[src/rdq_pkg.sv]
// shared types and constants for the reversible deque
// no dependencies
package rdq_pkg;

  localparam int DEPTH       = 16;
  localparam int DATA_WIDTH  = 64;
  localparam int ADDR_W      = (DEPTH > 1) ? $clog2(DEPTH) : 1;
  localparam int CNT_W       = $clog2(DEPTH + 1);
  localparam int SUM_W       = ADDR_W + 1;
  localparam int PORT_DATA_W = 64;
  localparam int PORT_CNT_W  = 5;

  typedef enum logic [2:0] {
    CMD_PUSH_FRONT = 3'd0,
    CMD_PUSH_BACK  = 3'd1,
    CMD_POP_FRONT  = 3'd2,
    CMD_POP_BACK   = 3'd3,
    CMD_READ_FRONT = 3'd4,
    CMD_READ_BACK  = 3'd5,
    CMD_REVERSE    = 3'd6,
    CMD_CLEAR      = 3'd7
  } cmd_t;

  typedef enum logic [1:0] {
    ST_OK    = 2'd0,
    ST_EMPTY = 2'd1,
    ST_FULL  = 2'd2
  } status_t;

  typedef enum logic [1:0] {
    S_IDLE,
    S_EXEC,
    S_DONE
  } state_t;

  typedef struct packed {
    logic load;
    logic exec;
  } ctrl_t;

endpackage

[src/rdq_ctrl.sv]
// controller state machine: handshake and sequencing of one command
// depends on rdq_pkg
module rdq_ctrl (
  input  logic            clk,
  input  logic            rst_n,
  input  logic            start,
  output logic            busy,
  output logic            out_valid,
  output rdq_pkg::ctrl_t  ctl
);

  rdq_pkg::state_t state_r;
  rdq_pkg::state_t state_nxt;

  always_ff @(posedge clk) begin
    if (!rst_n) begin
      state_r <= rdq_pkg::S_IDLE;
    end else begin
      state_r <= state_nxt;
    end
  end

  always_comb begin
    state_nxt = state_r;
    unique case (state_r)
      rdq_pkg::S_IDLE: begin
        if (start) state_nxt = rdq_pkg::S_EXEC;
      end
      rdq_pkg::S_EXEC: begin
        state_nxt = rdq_pkg::S_DONE;
      end
      rdq_pkg::S_DONE: begin
        state_nxt = start ? rdq_pkg::S_EXEC : rdq_pkg::S_IDLE;
      end
      default: begin
        state_nxt = rdq_pkg::S_IDLE;
      end
    endcase
  end

  always_comb begin
    busy      = 1'b0;
    out_valid = 1'b0;
    ctl.exec  = 1'b0;
    unique case (state_r)
      rdq_pkg::S_IDLE: begin
      end
      rdq_pkg::S_EXEC: begin
        busy     = 1'b1;
        ctl.exec = 1'b1;
      end
      rdq_pkg::S_DONE: begin
        out_valid = 1'b1;
      end
      default: begin
      end
    endcase
    ctl.load = start && !busy;
  end

`ifndef SYNTHESIS
  a_valid_single: assert property (@(posedge clk) disable iff (!rst_n)
    out_valid |=> !out_valid)
    else $error("result strobe held for more than one cycle");

  a_accept_exec: assert property (@(posedge clk) disable iff (!rst_n)
    ctl.load |=> (ctl.exec && busy))
    else $error("accepted transaction not executed next cycle");
`endif

endmodule

[src/rdq_dp.sv]
// datapath: ring store, head pointer, count, reversed flag and result registers
// depends on rdq_pkg
module rdq_dp (
  input  logic                             clk,
  input  logic                             rst_n,
  input  rdq_pkg::ctrl_t                   ctl,
  input  logic [2:0]                       in_command,
  input  logic [rdq_pkg::PORT_DATA_W-1:0]  in_data_in,
  output logic [rdq_pkg::PORT_DATA_W-1:0]  out_data_out,
  output logic [1:0]                       out_status,
  output logic [rdq_pkg::PORT_CNT_W-1:0]   out_count_out,
  output logic                             out_is_empty
);

  logic [rdq_pkg::DATA_WIDTH-1:0] mem [rdq_pkg::DEPTH];

  rdq_pkg::cmd_t                  cmd_r;
  logic [rdq_pkg::DATA_WIDTH-1:0] data_r;
  logic [rdq_pkg::ADDR_W-1:0]     head_r, head_nxt;
  logic [rdq_pkg::CNT_W-1:0]      count_r, count_nxt;
  logic                           rev_r, rev_nxt;
  logic [rdq_pkg::DATA_WIDTH-1:0] rd_data_r;
  logic                           take_r, take_nxt;
  rdq_pkg::status_t               status_r, status_nxt;

  logic                           phys_back;
  logic                           is_full;
  logic                           is_zero;
  logic [rdq_pkg::SUM_W-1:0]      tail_sum, last_sum;
  logic [rdq_pkg::ADDR_W-1:0]     tail_addr, last_addr, head_dec, head_inc;
  logic [rdq_pkg::ADDR_W-1:0]     rd_addr, wr_addr;
  logic                           wr_en;

  // slot arithmetic, all sums stay below twice the depth
  always_comb begin
    tail_sum = rdq_pkg::SUM_W'(head_r) + rdq_pkg::SUM_W'(count_r);
    last_sum = tail_sum - rdq_pkg::SUM_W'(1);
    if (tail_sum >= rdq_pkg::SUM_W'(rdq_pkg::DEPTH))
      tail_addr = rdq_pkg::ADDR_W'(tail_sum - rdq_pkg::SUM_W'(rdq_pkg::DEPTH));
    else
      tail_addr = rdq_pkg::ADDR_W'(tail_sum);
    if (last_sum >= rdq_pkg::SUM_W'(rdq_pkg::DEPTH))
      last_addr = rdq_pkg::ADDR_W'(last_sum - rdq_pkg::SUM_W'(rdq_pkg::DEPTH));
    else
      last_addr = rdq_pkg::ADDR_W'(last_sum);
    head_dec = (head_r == '0) ? rdq_pkg::ADDR_W'(rdq_pkg::DEPTH - 1)
                              : head_r - rdq_pkg::ADDR_W'(1);
    head_inc = (head_r == rdq_pkg::ADDR_W'(rdq_pkg::DEPTH - 1)) ? '0
                              : head_r + rdq_pkg::ADDR_W'(1);
  end

  assign phys_back = cmd_r[0] ^ rev_r;
  assign is_full   = (count_r == rdq_pkg::CNT_W'(rdq_pkg::DEPTH));
  assign is_zero   = (count_r == '0);
  assign rd_addr   = phys_back ? last_addr : head_r;

  always_comb begin
    head_nxt   = head_r;
    count_nxt  = count_r;
    rev_nxt    = rev_r;
    take_nxt   = 1'b0;
    status_nxt = rdq_pkg::ST_OK;
    wr_en      = 1'b0;
    wr_addr    = tail_addr;
    unique case (cmd_r)
      rdq_pkg::CMD_PUSH_FRONT, rdq_pkg::CMD_PUSH_BACK: begin
        if (is_full) begin
          status_nxt = rdq_pkg::ST_FULL;
        end else begin
          wr_en     = 1'b1;
          count_nxt = count_r + rdq_pkg::CNT_W'(1);
          if (!phys_back) begin
            wr_addr  = head_dec;
            head_nxt = head_dec;
          end
        end
      end
      rdq_pkg::CMD_POP_FRONT, rdq_pkg::CMD_POP_BACK: begin
        if (is_zero) begin
          status_nxt = rdq_pkg::ST_EMPTY;
        end else begin
          take_nxt  = 1'b1;
          count_nxt = count_r - rdq_pkg::CNT_W'(1);
          if (!phys_back) head_nxt = head_inc;
        end
      end
      rdq_pkg::CMD_READ_FRONT, rdq_pkg::CMD_READ_BACK: begin
        if (is_zero) status_nxt = rdq_pkg::ST_EMPTY;
        else         take_nxt   = 1'b1;
      end
      rdq_pkg::CMD_REVERSE: begin
        rev_nxt = !rev_r;
      end
      rdq_pkg::CMD_CLEAR: begin
        head_nxt  = '0;
        count_nxt = '0;
        rev_nxt   = 1'b0;
      end
      default: begin
      end
    endcase
  end

  // command capture
  always_ff @(posedge clk) begin
    if (ctl.load) begin
      cmd_r  <= rdq_pkg::cmd_t'(in_command);
      data_r <= in_data_in[rdq_pkg::DATA_WIDTH-1:0];
    end
  end

  always_ff @(posedge clk) begin
    if (!rst_n) begin
      head_r  <= '0;
      count_r <= '0;
      rev_r   <= 1'b0;
    end else if (ctl.exec) begin
      head_r  <= head_nxt;
      count_r <= count_nxt;
      rev_r   <= rev_nxt;
    end
  end

  always_ff @(posedge clk) begin
    if (ctl.exec) begin
      take_r   <= take_nxt;
      status_r <= status_nxt;
    end
  end

  // ring store, at most one write and one registered read per command
  always_ff @(posedge clk) begin
    if (ctl.exec && wr_en) mem[wr_addr] <= data_r;
  end

  always_ff @(posedge clk) begin
    if (ctl.exec) rd_data_r <= mem[rd_addr];
  end

  assign out_data_out  = take_r ? rdq_pkg::PORT_DATA_W'(rd_data_r) : '0;
  assign out_status    = status_r;
  assign out_count_out = rdq_pkg::PORT_CNT_W'(count_r);
  assign out_is_empty  = is_zero;

`ifndef SYNTHESIS
  a_count_bound: assert property (@(posedge clk) disable iff (!rst_n)
    count_r <= rdq_pkg::CNT_W'(rdq_pkg::DEPTH))
    else $error("word count above depth");

  a_full_push_holds: assert property (@(posedge clk) disable iff (!rst_n)
    (ctl.exec && is_full && !cmd_r[2] && !cmd_r[1]) |=>
      ($stable(count_r) && $stable(head_r) && status_r == rdq_pkg::ST_FULL))
    else $error("push on full queue changed state");

  a_clear: assert property (@(posedge clk) disable iff (!rst_n)
    (ctl.exec && cmd_r == rdq_pkg::CMD_CLEAR) |=>
      (count_r == '0 && head_r == '0 && !rev_r))
    else $error("clear left state behind");
`endif

endmodule

[src/reversible_deque.sv]
// reversible deque: one command accepted when start is high and busy is low,
// a result strobed on out_valid in the done state after the execute state;
// a new command is not taken until the last has left its execute state,
// in which busy holds off the next command
// synchronous active-low reset empties the queue and clears the reversed flag;
// stored words are not cleared. the receiver cannot stall results
module reversible_deque (
  input  logic                             clk,
  input  logic                             rst_n,
  input  logic                             start,
  output logic                             busy,
  input  logic [2:0]                       in_command,
  input  logic [rdq_pkg::PORT_DATA_W-1:0]  in_data_in,
  output logic                             out_valid,
  output logic [rdq_pkg::PORT_DATA_W-1:0]  out_data_out,
  output logic [1:0]                       out_status,
  output logic [rdq_pkg::PORT_CNT_W-1:0]   out_count_out,
  output logic                             out_is_empty
);

  rdq_pkg::ctrl_t ctl;

  rdq_ctrl u_ctrl (
    .clk       (clk),
    .rst_n     (rst_n),
    .start     (start),
    .busy      (busy),
    .out_valid (out_valid),
    .ctl       (ctl)
  );

  rdq_dp u_dp (
    .clk           (clk),
    .rst_n         (rst_n),
    .ctl           (ctl),
    .in_command    (in_command),
    .in_data_in    (in_data_in),
    .out_data_out  (out_data_out),
    .out_status    (out_status),
    .out_count_out (out_count_out),
    .out_is_empty  (out_is_empty)
  );

endmodule
[config.mk]
export PLATFORM = sky130hd
export DESIGN_NAME = reversible_deque
export DESIGN_NICKNAME = d
export VERILOG_FILES = /design/src/rdq_pkg.sv /design/src/rdq_ctrl.sv /design/src/rdq_dp.sv /design/src/reversible_deque.sv
export SDC_FILE = /design/constraint.sdc
export NUM_CORES = 1
export LEC_CHECK = 0
export BUFFER_PORTS_ARGS = -buffer_cell sky130_fd_sc_hd__buf_2
export CORE_UTILIZATION = 56
export DETAILED_ROUTE_END_ITERATION = 10
export PLACE_DENSITY = 0.87
export SLEW_MARGIN = 25
export SYNTH_ARGS = -nofsm -noshare
export SYNTH_HDL_FRONTEND = slang
export SYNTH_SLANG_ARGS = --single-unit
[constraint.sdc]
create_clock -name clk -period 4.6 [get_ports clk]
set_clock_uncertainty 0.05 [all_clocks]
set_input_delay 0.46 -clock clk [delete_from_list [all_inputs] [get_ports clk]]
set_output_delay 0.46 -clock clk [all_outputs]
set_load 0.05 [all_outputs]
== After elaboration in Yosys (flattened, before gate mapping) ==
Memories as Yosys holds them, arrays and structs flattened. A register that Yosys moved wholly into a read port is not among the register bits.
Index checks and enable logic that the tools add are counted.

* Add/subtract/negate cells: 8
* Order comparisons: 2
* Equality and inequality tests: 16
* Multiplexer cells: 31
* Bitwise gates (word level): 1
* Reductions and logical operators: 16

{| class="wikitable"
|+ Operators by type and width
! operator !! count
|-
| two-way mux 64 bit || 1
|-
| two-way mux 4 bit || 12
|-
| case mux 5 bit (3 select lines) || 1
|-
| == test 3 bit (second input constant) || 4
|-
| case mux 4 bit (3 select lines) || 1
|-
| subtractor 4 x 1 -> 4 bit (second input constant) || 3
|-
| greater-or-equal comparator 5 bit (second input constant) || 2
|-
| two-way mux 5 bit || 2
|-
| inequality test 2 bit (second input constant) || 5
|-
| subtractor 5 x 1 -> 5 bit (second input constant) || 2
|-
| two-way mux 1 bit || 9
|-
| == test 3 x 2 -> 1 bit (second input constant) || 2
|-
| case mux 2 bit (3 select lines) || 1
|-
| AND reduction 6 bit || 1
|-
| adder 4 x 5 -> 5 bit || 1
|-
| adder 5 x 1 -> 5 bit (second input constant) || 1
|-
| == test 5 bit (second input constant) || 1
|-
| zero test 5 bit || 1
|-
| adder 4 x 1 -> 4 bit (second input constant) || 1
|-
| == test 4 bit (second input constant) || 1
|-
| zero test 4 bit || 1
|-
| two-way mux 2 bit || 2
|-
| case mux 2 bit (2 select lines) || 1
|-
| AND reduction 4 bit || 1
|-
| other kinds (14) || 17
|}

* Register bits after elaboration: 82
* RAM bits: 1,024
* Output and inout port bits: 74
* Memories: 1

{| class="wikitable"
|+ Memories
! name !! words !! bits a word !! rd ports !! clocked after memory_dff !! wr ports !! line !! RTL
|-
| u_dp.mem || 16 || 64 || 1 || 1 || 1 || rdq_dp.sv:15 || <nowiki>logic [rdq_pkg::DATA_WIDTH-1:0] mem [rdq_pkg::DEPTH];</nowiki>
|}

== Depth between registers and ports, before layout ==
Gate-level depths: netlist of the first run.

* Word-level depth: 6
* Mapped depth: 12
* Mapped depth without buffers: 10

== Modules after synthesis ==
From an unflattened synthesis of the first run, not the netlist that was laid out.

* Cell total of the unflattened synthesis: 2,491
* Area total of the unflattened synthesis: 45,215.9 um^2

{| class="wikitable"
|+ By module, submodules not included
! module !! instances !! cells each !! area each (um^2) !! seq. area each (um^2)
|-
| rdq_dp || 1 || 2,482 || 45,128.3 || 34,973.5
|-
| rdq_ctrl || 1 || 9 || 87.6 || 40.0
|}

== Worst setup path before layout of the first run ==
OpenSTA, ideal clock, no wires.

* Path kind: register to register
* Start: register u_dp.count_r (netlist bit u_dp.out_count_out[0])
* End: memory u_dp.mem[1][0] in the netlist's numbering, enable pin
* Library setup time: 486 ps
* Arrival time: 4,695 ps
* Required time: 4,064 ps
* Slack: -631 ps
* Cell stages (with the launch flop): 7
* Buffers on the path: 0
* Clock period less this slack: 5,231 ps
* Cell sequence: dfxtp_1 > ha_1 > fa_1 > a21oi_1 > nor3b_1 > nand2_1 > nor2_1

* Longest elaborated chain between the ends: 6
* Elaborated cells between the ends (all ways): 13
* Those cells by class: add/sub: 2; order compare: 1; eq/ne: 1; mux: 8; reduce/logical: 1

{| class="wikitable"
|+ RTL lines
! what !! line !! RTL
|-
| start: declaration || rdq_dp.sv:20 || <nowiki>logic [rdq_pkg::CNT_W-1:0] count_r, count_nxt;</nowiki>
|-
| start signal: assignment || rdq_dp.sv:119 || <nowiki>count_r <= count_nxt;</nowiki>
|-
| adder 4 x 5 -> 5 bit or == test 5 bit (tied branches) || rdq_dp.sv:36, rdq_dp.sv:53 ||
|-
| subtractor 4 x 1 -> 4 bit (tied with other cells) || rdq_dp.sv:39 || <nowiki>tail_addr = rdq_pkg::ADDR_W'(tail_sum - rdq_pkg::SUM_W'(rdq_pkg::DEPTH));</nowiki>
|-
| two-way mux 4 bit or two-way mux 1 bit (tied branches) || rdq_dp.sv:38, rdq_dp.sv:65 ||
|-
| two-way mux 4 bit or logical AND 1 bit (tied branches) || rdq_dp.sv:72, rdq_dp.sv:133 ||
|-
| two-way mux 4 bit or two-way mux 1 bit (tied branches) || rdq_dp.sv:67, rdq_dp.sv:133 ||
|-
| two-way mux 4 bit or two-way mux 1 bit (tied branches) || rdq_dp.sv:65, rdq_dp.sv:133 ||
|-
| end: declaration || rdq_dp.sv:15 ||
|}

Several ways; a longest one is shown, not always the timed one.

== Final worst setup path of the first run ==
* Start: register u_dp.head_r[0] in the netlist's numbering
* End: register u_dp.rd_data_r[36] in the netlist's numbering (read register of u_dp.mem), data pin

* Longest elaborated chain between the ends: 5
* Elaborated cells between the ends (all ways): 6
* Those cells by class: add/sub: 3; order compare: 1; mux: 2

{| class="wikitable"
|+ RTL lines
! what !! line !! RTL
|-
| start: declaration || rdq_dp.sv:19 || <nowiki>logic [rdq_pkg::ADDR_W-1:0] head_r, head_nxt;</nowiki>
|-
| start signal: assignment || rdq_dp.sv:118 || <nowiki>head_r <= head_nxt;</nowiki>
|-
| adder 4 x 5 -> 5 bit || rdq_dp.sv:36 || <nowiki>tail_sum = rdq_pkg::SUM_W'(head_r) + rdq_pkg::SUM_W'(count_r);</nowiki>
|-
| subtractor 5 x 1 -> 5 bit || rdq_dp.sv:37 || <nowiki>last_sum = tail_sum - rdq_pkg::SUM_W'(1);</nowiki>
|-
| subtractor 4 x 1 -> 4 bit or greater-or-equal comparator 5 bit (tied branches) || rdq_dp.sv:43, rdq_dp.sv:42 ||
|-
| two-way mux 4 bit || rdq_dp.sv:42 || <nowiki>if (last_sum >= rdq_pkg::SUM_W'(rdq_pkg::DEPTH))</nowiki>
|-
| two-way mux 4 bit * || rdq_dp.sv:55 || <nowiki>assign rd_addr = phys_back ? last_addr : head_r;</nowiki>
|-
| end: declaration || rdq_dp.sv:22 || <nowiki>logic [rdq_pkg::DATA_WIDTH-1:0] rd_data_r;</nowiki>
|}

Every way passes the cells marked *; elsewhere a longest branch is shown, timed or not.
A chain may end at the register's enable or synchronous reset.

==> results of run 1 <==
power breakdown:
| group | internal [mW] | leakage (nW) | switching, mW |
|---|---|---|---|
| combinational | 0.906 | 6.09 | 1.54 |
| sequential | 11.9 | 10.6 | 0.190 |
| clock | 5.11 | 1.73 | 3.93 |
flip-flops by register name, summed over array words and instances (netlist names):
register,flops
u_dp.rev_r,1
u_dp.data_r,64
u_dp.out_status,2
u_dp.out_count_out,5
u_dp.cmd_r,3
u_dp.take_r,1
u_dp.head_r,4
u_dp.rd_data_r,64
u_ctrl.state_r,2
u_dp.mem,1024
final timing paths:
| path | end | cells after the start |
|---|---|---|
| setup / recovery | u_dp.rd_data_r[36] | 11 |
| hold / removal | u_ctrl.state_r[0] | 3 |
| setup reg to reg | u_dp.rd_data_r[36] | 11 |
| hold reg to reg | u_ctrl.state_r[0] | 1 |
metrics by stage:
stage,cells,hold WS (ns),setup slack [ns],power [mW]
final,3884,0.07738,0.5276,23.59
after CTS,3884,0.04183,0.5510,23.60
after floorplan,2492,0.3619,-0.6309,13.97
after global placement,3618,0.3727,0.7635,14.54
after detailed placement,3619,0.3793,0.7031,14.64
after global routing,3884,0.07050,0.3519,24.19
routing by layer:
metal | part of all wire [%] | track usage (%) | vias up
met5 | 0 | 0 | -
met2 | 50 | 44.37 | 1730
met1 | 36 | 32.90 | 12540
met4 | 4.5 | 13.86 | 0
li1 | - | - | 10430
met3 | 10 | 4.730 | 326
cell type report:
class                      instances  area share, %
clock inverter                    66          1.416
sequential                      1170          67.51
inverter                           7        0.05548
timing repair buffer             284          4.535
clock buffer                     131          5.500
tap                             1050          2.533
multi-input combinational       1176          18.45
cell usage in the layout (no fill, tap or decap), types with 8 or more instances in the layout:
| master | n |
|---|---|
| nor2_1 | 10 |
| bufinv_16 | 12 |
| a22oi_1 | 255 |
| and2_1 | 66 |
| mux2i_1 | 520 |
| clkbuf_1 | 20 |
| buf_2 | 143 |
| dlygate4sd3_1 | 68 |
| buf_4 | 40 |
| dfxtp_1 | 12 |
| clkinv_1 | 31 |
| edfxtp_1 | 1158 |
| nand2_1 | 80 |
| nor2_4 | 20 |
| nor2b_1 | 8 |
| clkinv_2 | 11 |
| clkbuf_16 | 111 |
| a21oi_1 | 135 |
| nand3_1 | 8 |
| buf_12 | 32 |
| ha_1 | 9 |
tightest hold or removal path, cell delays in order:
cell	delay [ns]
buf_2	0.19
nand2_1	0.09
nor2_1	0.03
kinds of logic (layout without fill, tap and decap cells):
group / Yosys count / after routing / synth area share, %
AO/OA/AOI/OAI: 418 / 418 / 6.223
XOR/XNOR: 14 / 14 / 0.3342
adder cells (fa/ha/maj): 11 / 11 / 0.3370
buffers and inverters: 146 / 488 / 1.934
flip-flops: 1170 / 1170 / 77.30
multiplexers: 525 / 525 / 11.62
AND/OR/NAND/NOR: 208 / 208 / 2.259
==> summary.md, run 1 <==
| Metric | Value |
|---|---|
| Status | `completed` |
| GP Congestion | `0.8114` |
| Sequential area share after synthesis | `77.30%` |
| Placed inst area | `47600 um^2` |
| Post-synth top cells | `1158 x edfxtp_1, 521 x mux2i_1, 255 x a22oi_1` |
| Multi-input combinational cell area | `9572 um^2` |
| Post-Syn Nets | `2573` |
| I/O Buffers | `143` |
| Post-synth top area share | `76.76%` |
| Hold Crit Class | `in -> reg` |
| Skew-Pair Late Insertion Delay | `0.71 ns` |
| CTS tree | `built` |
| Post-synth design cell area | `45300 um^2` |
| Total track usage | `26.40%` |
| Yosys cell types | `50` |
| Storage cell area | `35010 um^2` |
| Clock transition at the registers of the reported paths | `0.06 ns` |
| Area leader, netlist | `edfxtp_1` |
| TritonRoute pass-1 iters | `6` |
| Die width | `286.4 um` |
| Filler cells | `4845` |
| Die span in y | `286.4 um` |
| Fin Setup TNS | `0 ns` |
| Final period util | `88.53%` |
| Setup violations, final | `0` |
| Layout overhead on the synthesized area | `14.50%` |
| Core area | `79520 um^2` |
| Main synth FF type | `edfxtp_1` |
| Hold Fails Final Rpt | `0` |
| Unrepaired setup endpoints after global routing | `no` |
| Synth area leaders | `edfxtp_1 77%, mux2i_1 12%, a22oi_1 4.2%, a21oi_1 1.5%, and2_1 0.93%` |
| Reg2reg start | `u_dp.head_r[0]` |
| Crit path launch | `u_dp.head_r[0]` |
| Crit end category | `flop` |
| Setup bufs post-CTS | `0` |
| Vias in the first global route | `25690` |
| Startpoint Class | `flop` |
| Syn Inst Count | `2492` |
| Required time worst endpoint | `4.96 ns` |
| Slew at the pin closest to its max-slew limit | `1.097 ns` |
| CP top delay family | `adder cells` |
| Largest net degree at the start of global routing | `84` |
| Post-Layout Inst Area | `51870 um^2` |
| Antenna-violating nets left | `0` |
| # diodes | `0` |
| Post-DR wirelength/cell | `28.13 um` |
| Asr flop ratio synth | `0%` |
| Nets | `2829` |
| H-tree Lvls | `3` |
| Pwr dens | `454.8 nW/um^2` |
| Layout cell share with drive strength beyond 1 | `13.83%` |
| Via count | `25020` |
| Crit path buf inv count | `2` |
| Iteration-0 DRC count of the detailed router | `3141` |
| DRC | `0` |
| Effective utilization at floorplan | `56.97%` |
| Yosys Warn Count | `0` |
| TritonCTS Sinks | `1170` |
| Initial antenna violation count | `3` |
| Fin util | `65.23%` |
| CTS Buf Count | `109` |
| Peak VDD IR | `0.0003063 V` |
| WS Path Type | `reg -> reg` |
| FF-to-FF setup slack | `0.53 ns` |
| Worst-path fanout max | `22` |
| Resized Gates After CTS | `0` |
| Most frequent cell after synthesis | `edfxtp_1` |
| Tmin final | `4.072 ns` |
| Lkg Pwr | `18.38 nW` |
| Io pins | `144` |
| Post-synth EDFFs | `1158` |
| Cell breakdown of the critical path | `ha_1, fa_1, inv_1, ha_1, xor3_1, mux2_2, nor2_4, buf_4, a22oi_1, a21oi_1, a21oi_1` |
| Worst rel slew slack | `26.84%` |
| Fin. max-slew vios | `0` |
| Root Buffer | `clkbuf_16` |
| Syn Area/Cell | `18.18 um^2` |
| Die area | `82030 um^2` |
| Drt via density | `6.443` |
| Global-route wire length before repair | `159.5 mm` |
| Detail Placement HPWL | `54.12 mm` |
| Gr ovfl total | `0` |
| CTS Hold Bufs | `68` |
| Worst path arrival time | `4.43 ns` |
| FMAX | `0.2456 GHz` |
| Largest stage delay, worst path | `0.62 ns` |
| Slowest-stage cell, CP | `dfxtp_1` |
| Hold Crit Start | `rst_n` |
| Max-cap violations | `0` |
| Synth Register Bits | `1170` |
| Num rows | `103` |
| Final wirelength | `109.2 mm` |
| CTS Buffer Depth | `3` |
(Power assumes the default switching activity.)
==> inputs of run 2 (changes only) <==
- HOLD_SLACK_MARGIN: default -> 0.08
==> summary.md, run 2 (same netlist as run 1, synthesis figures left out) <==
| Metric | Value |
|---|---|
| Pwr dens | `454.7 nW/um^2` |
| Status | `completed` |
| Top reg by flops | `u_dp.mem` |
| FF-to-FF setup slack | `0.49 ns` |
| Crit end category | `flop` |
| Clock power frac | `38.3%` |
| Nets | `2831` |
| Skew-Pair Late Insertion Delay | `0.70 ns` |
| CTS tree | `built` |
| Hold Crit Class | `reg -> reg` |
| Setup violations, final | `0` |
| Peak VDD IR | `0.0003053 V` |
| Drt via density | `6.470` |
| Filler cells | `4844` |
| TritonCTS Sinks | `1170` |
| Placed inst area | `47600 um^2` |
| Unrepaired setup endpoints after global routing | `no` |
| Clock transition at the registers of the reported paths | `0.07 ns` |
| Comb pwr share | `10.4%` |
| Largest net degree at the start of global routing | `84` |
| Die area | `82030 um^2` |
| Dpl cells | `3619` |
| Effective utilization at floorplan | `56.97%` |
| Final wirelength | `109.3 mm` |
| GP Congestion | `0.8114` |
| Layout Cells excl Fill | `3886` |
| Tmin final | `4.114 ns` |
| Flop pwr share | `51.3%` |
| Post-Layout Inst Area | `51890 um^2` |
| Gr ovfl total | `0` |
| Startpoint Class | `flop` |
| Commonest non-fill, non-tap cell in the layout | `edfxtp_1` |
| Num rows | `103` |
| Antenna-violating nets left | `0` |
| Max-cap violations | `0` |
| Fin util | `65.25%` |
| Hold WS | `0.3875 ns` |
| Vias in the first global route | `25710` |
| Final worst setup slack | `0.4856 ns` |
| # diodes | `0` |
| TritonRoute pass-1 iters | `6` |
| Layout cell share with drive strength beyond 1 | `13.82%` |
| CTS Buf Count | `109` |
| Die span in y | `286.4 um` |
| Io pins | `144` |
| Fin Setup TNS | `0 ns` |
| Fin. max-slew vios | `0` |
| FMAX | `0.2431 GHz` |
| Initial antenna violation count | `3` |
| Detail Placement HPWL | `54.12 mm` |
| Worst path arrival time | `4.47 ns` |
| Required time worst endpoint | `4.96 ns` |
| Die width | `286.4 um` |
| Resized Gates After CTS | `0` |
| Total track usage | `26.42%` |
| Largest register FFs | `1024` |
| H-tree Lvls | `3` |
| Biggest regs | `u_dp.mem: 1024 flops, u_dp.data_r: 64 flops, u_dp.rd_data_r: 64 flops` |
| Worst-path fanout max | `22` |
| Layout overhead on the synthesized area | `14.55%` |
| Root Buffer | `clkbuf_16` |
| Placement Setup Slack | `0.7031 ns` |
| CTS Buffer Depth | `3` |
| Hold Fails Final Rpt | `0` |
| Total chip power | `23.59 mW` |
| Internal power | `17.94 mW` |
| Core area | `79520 um^2` |
| Post-DR wirelength/cell | `28.13 um` |
| WS Path Type | `reg -> reg` |
| Switching pwr | `5.657 mW` |
| DRC | `0` |
| Worst rel slew slack | `26.73%` |
| Iteration-0 DRC count of the detailed router | `3250` |
| Sw frac | `23.98%` |
| Lkg Pwr | `18.38 nW` |
| Final period util | `89.44%` |
| Slew at the pin closest to its max-slew limit | `1.099 ns` |
| Most frequent cells in the layout | `1158 x edfxtp_1, 520 x mux2i_1, 255 x a22oi_1` |
| Via count | `25140` |
| Global-route wire length before repair | `159.6 mm` |
| I/O Buffers | `143` |
## run 2: worst max-delay path, cell delays in order, from the launching register on
cell and delay, ns:
dfxtp_1 0.62, ha_1 0.29, fa_1 0.47, inv_1 0.09
ha_1 0.18, xor3_1 0.32, mux2_2 0.34, nor2_4 0.57
buf_4 0.43, a22oi_1 0.17, a21oi_1 0.21, a21oi_1 0.06
## run 2: worst paths after layout
check | startpoint | to | depth (start not counted)
hold reg to reg | u_ctrl.state_r[0] | u_ctrl.state_r[0] | 1
setup / recovery | u_dp.head_r[0] | u_dp.rd_data_r[36] | 11
setup reg to reg | u_dp.head_r[0] | u_dp.rd_data_r[36] | 11
hold / removal | u_ctrl.state_r[0] | u_ctrl.state_r[0] | 1
## run 2: power groups by stage
stage	Combinational, mW	Clock [mW]	Sequential, mW
after floorplan	1.73	0	12.2
final	2.45	9.04	12.1
after global routing	2.58	9.49	12.1
after global placement	2.23	0	12.3
after detailed placement	2.31	0	12.3
after CTS	2.42	9.08	12.1
## run 2: layout make-up
cell class | count | area (um^2) | share of cell area [%]
multi-input cells | 1176 | 9572 | 18.45
flip-flops and latches | 1170 | 35010 | 67.48
repair buffers | 286 | 2372 | 4.572
clock buffers | 131 | 2853 | 5.498
well taps | 1050 | 1314 | 2.532
clock inverters | 66 | 734.5 | 1.415
inverters | 7 | 28.78 | 0.05546
## run 2: timing repair
item	4_1_cts	5_1_grt
buffers inserted	0	0
hold endpoints to repair	75	0
hold buffers	70	0
endpoints found under the setup margin	0	0
## run 2: routing by layer
metal	routed length, um	track usage, %	vias to the layer above
li1	-	-	10430
met1	39080	32.87	12600
met2	54350	44.44	1776
met3	10770	4.730	344
met4	5113	13.86	0
met5	0	0	-
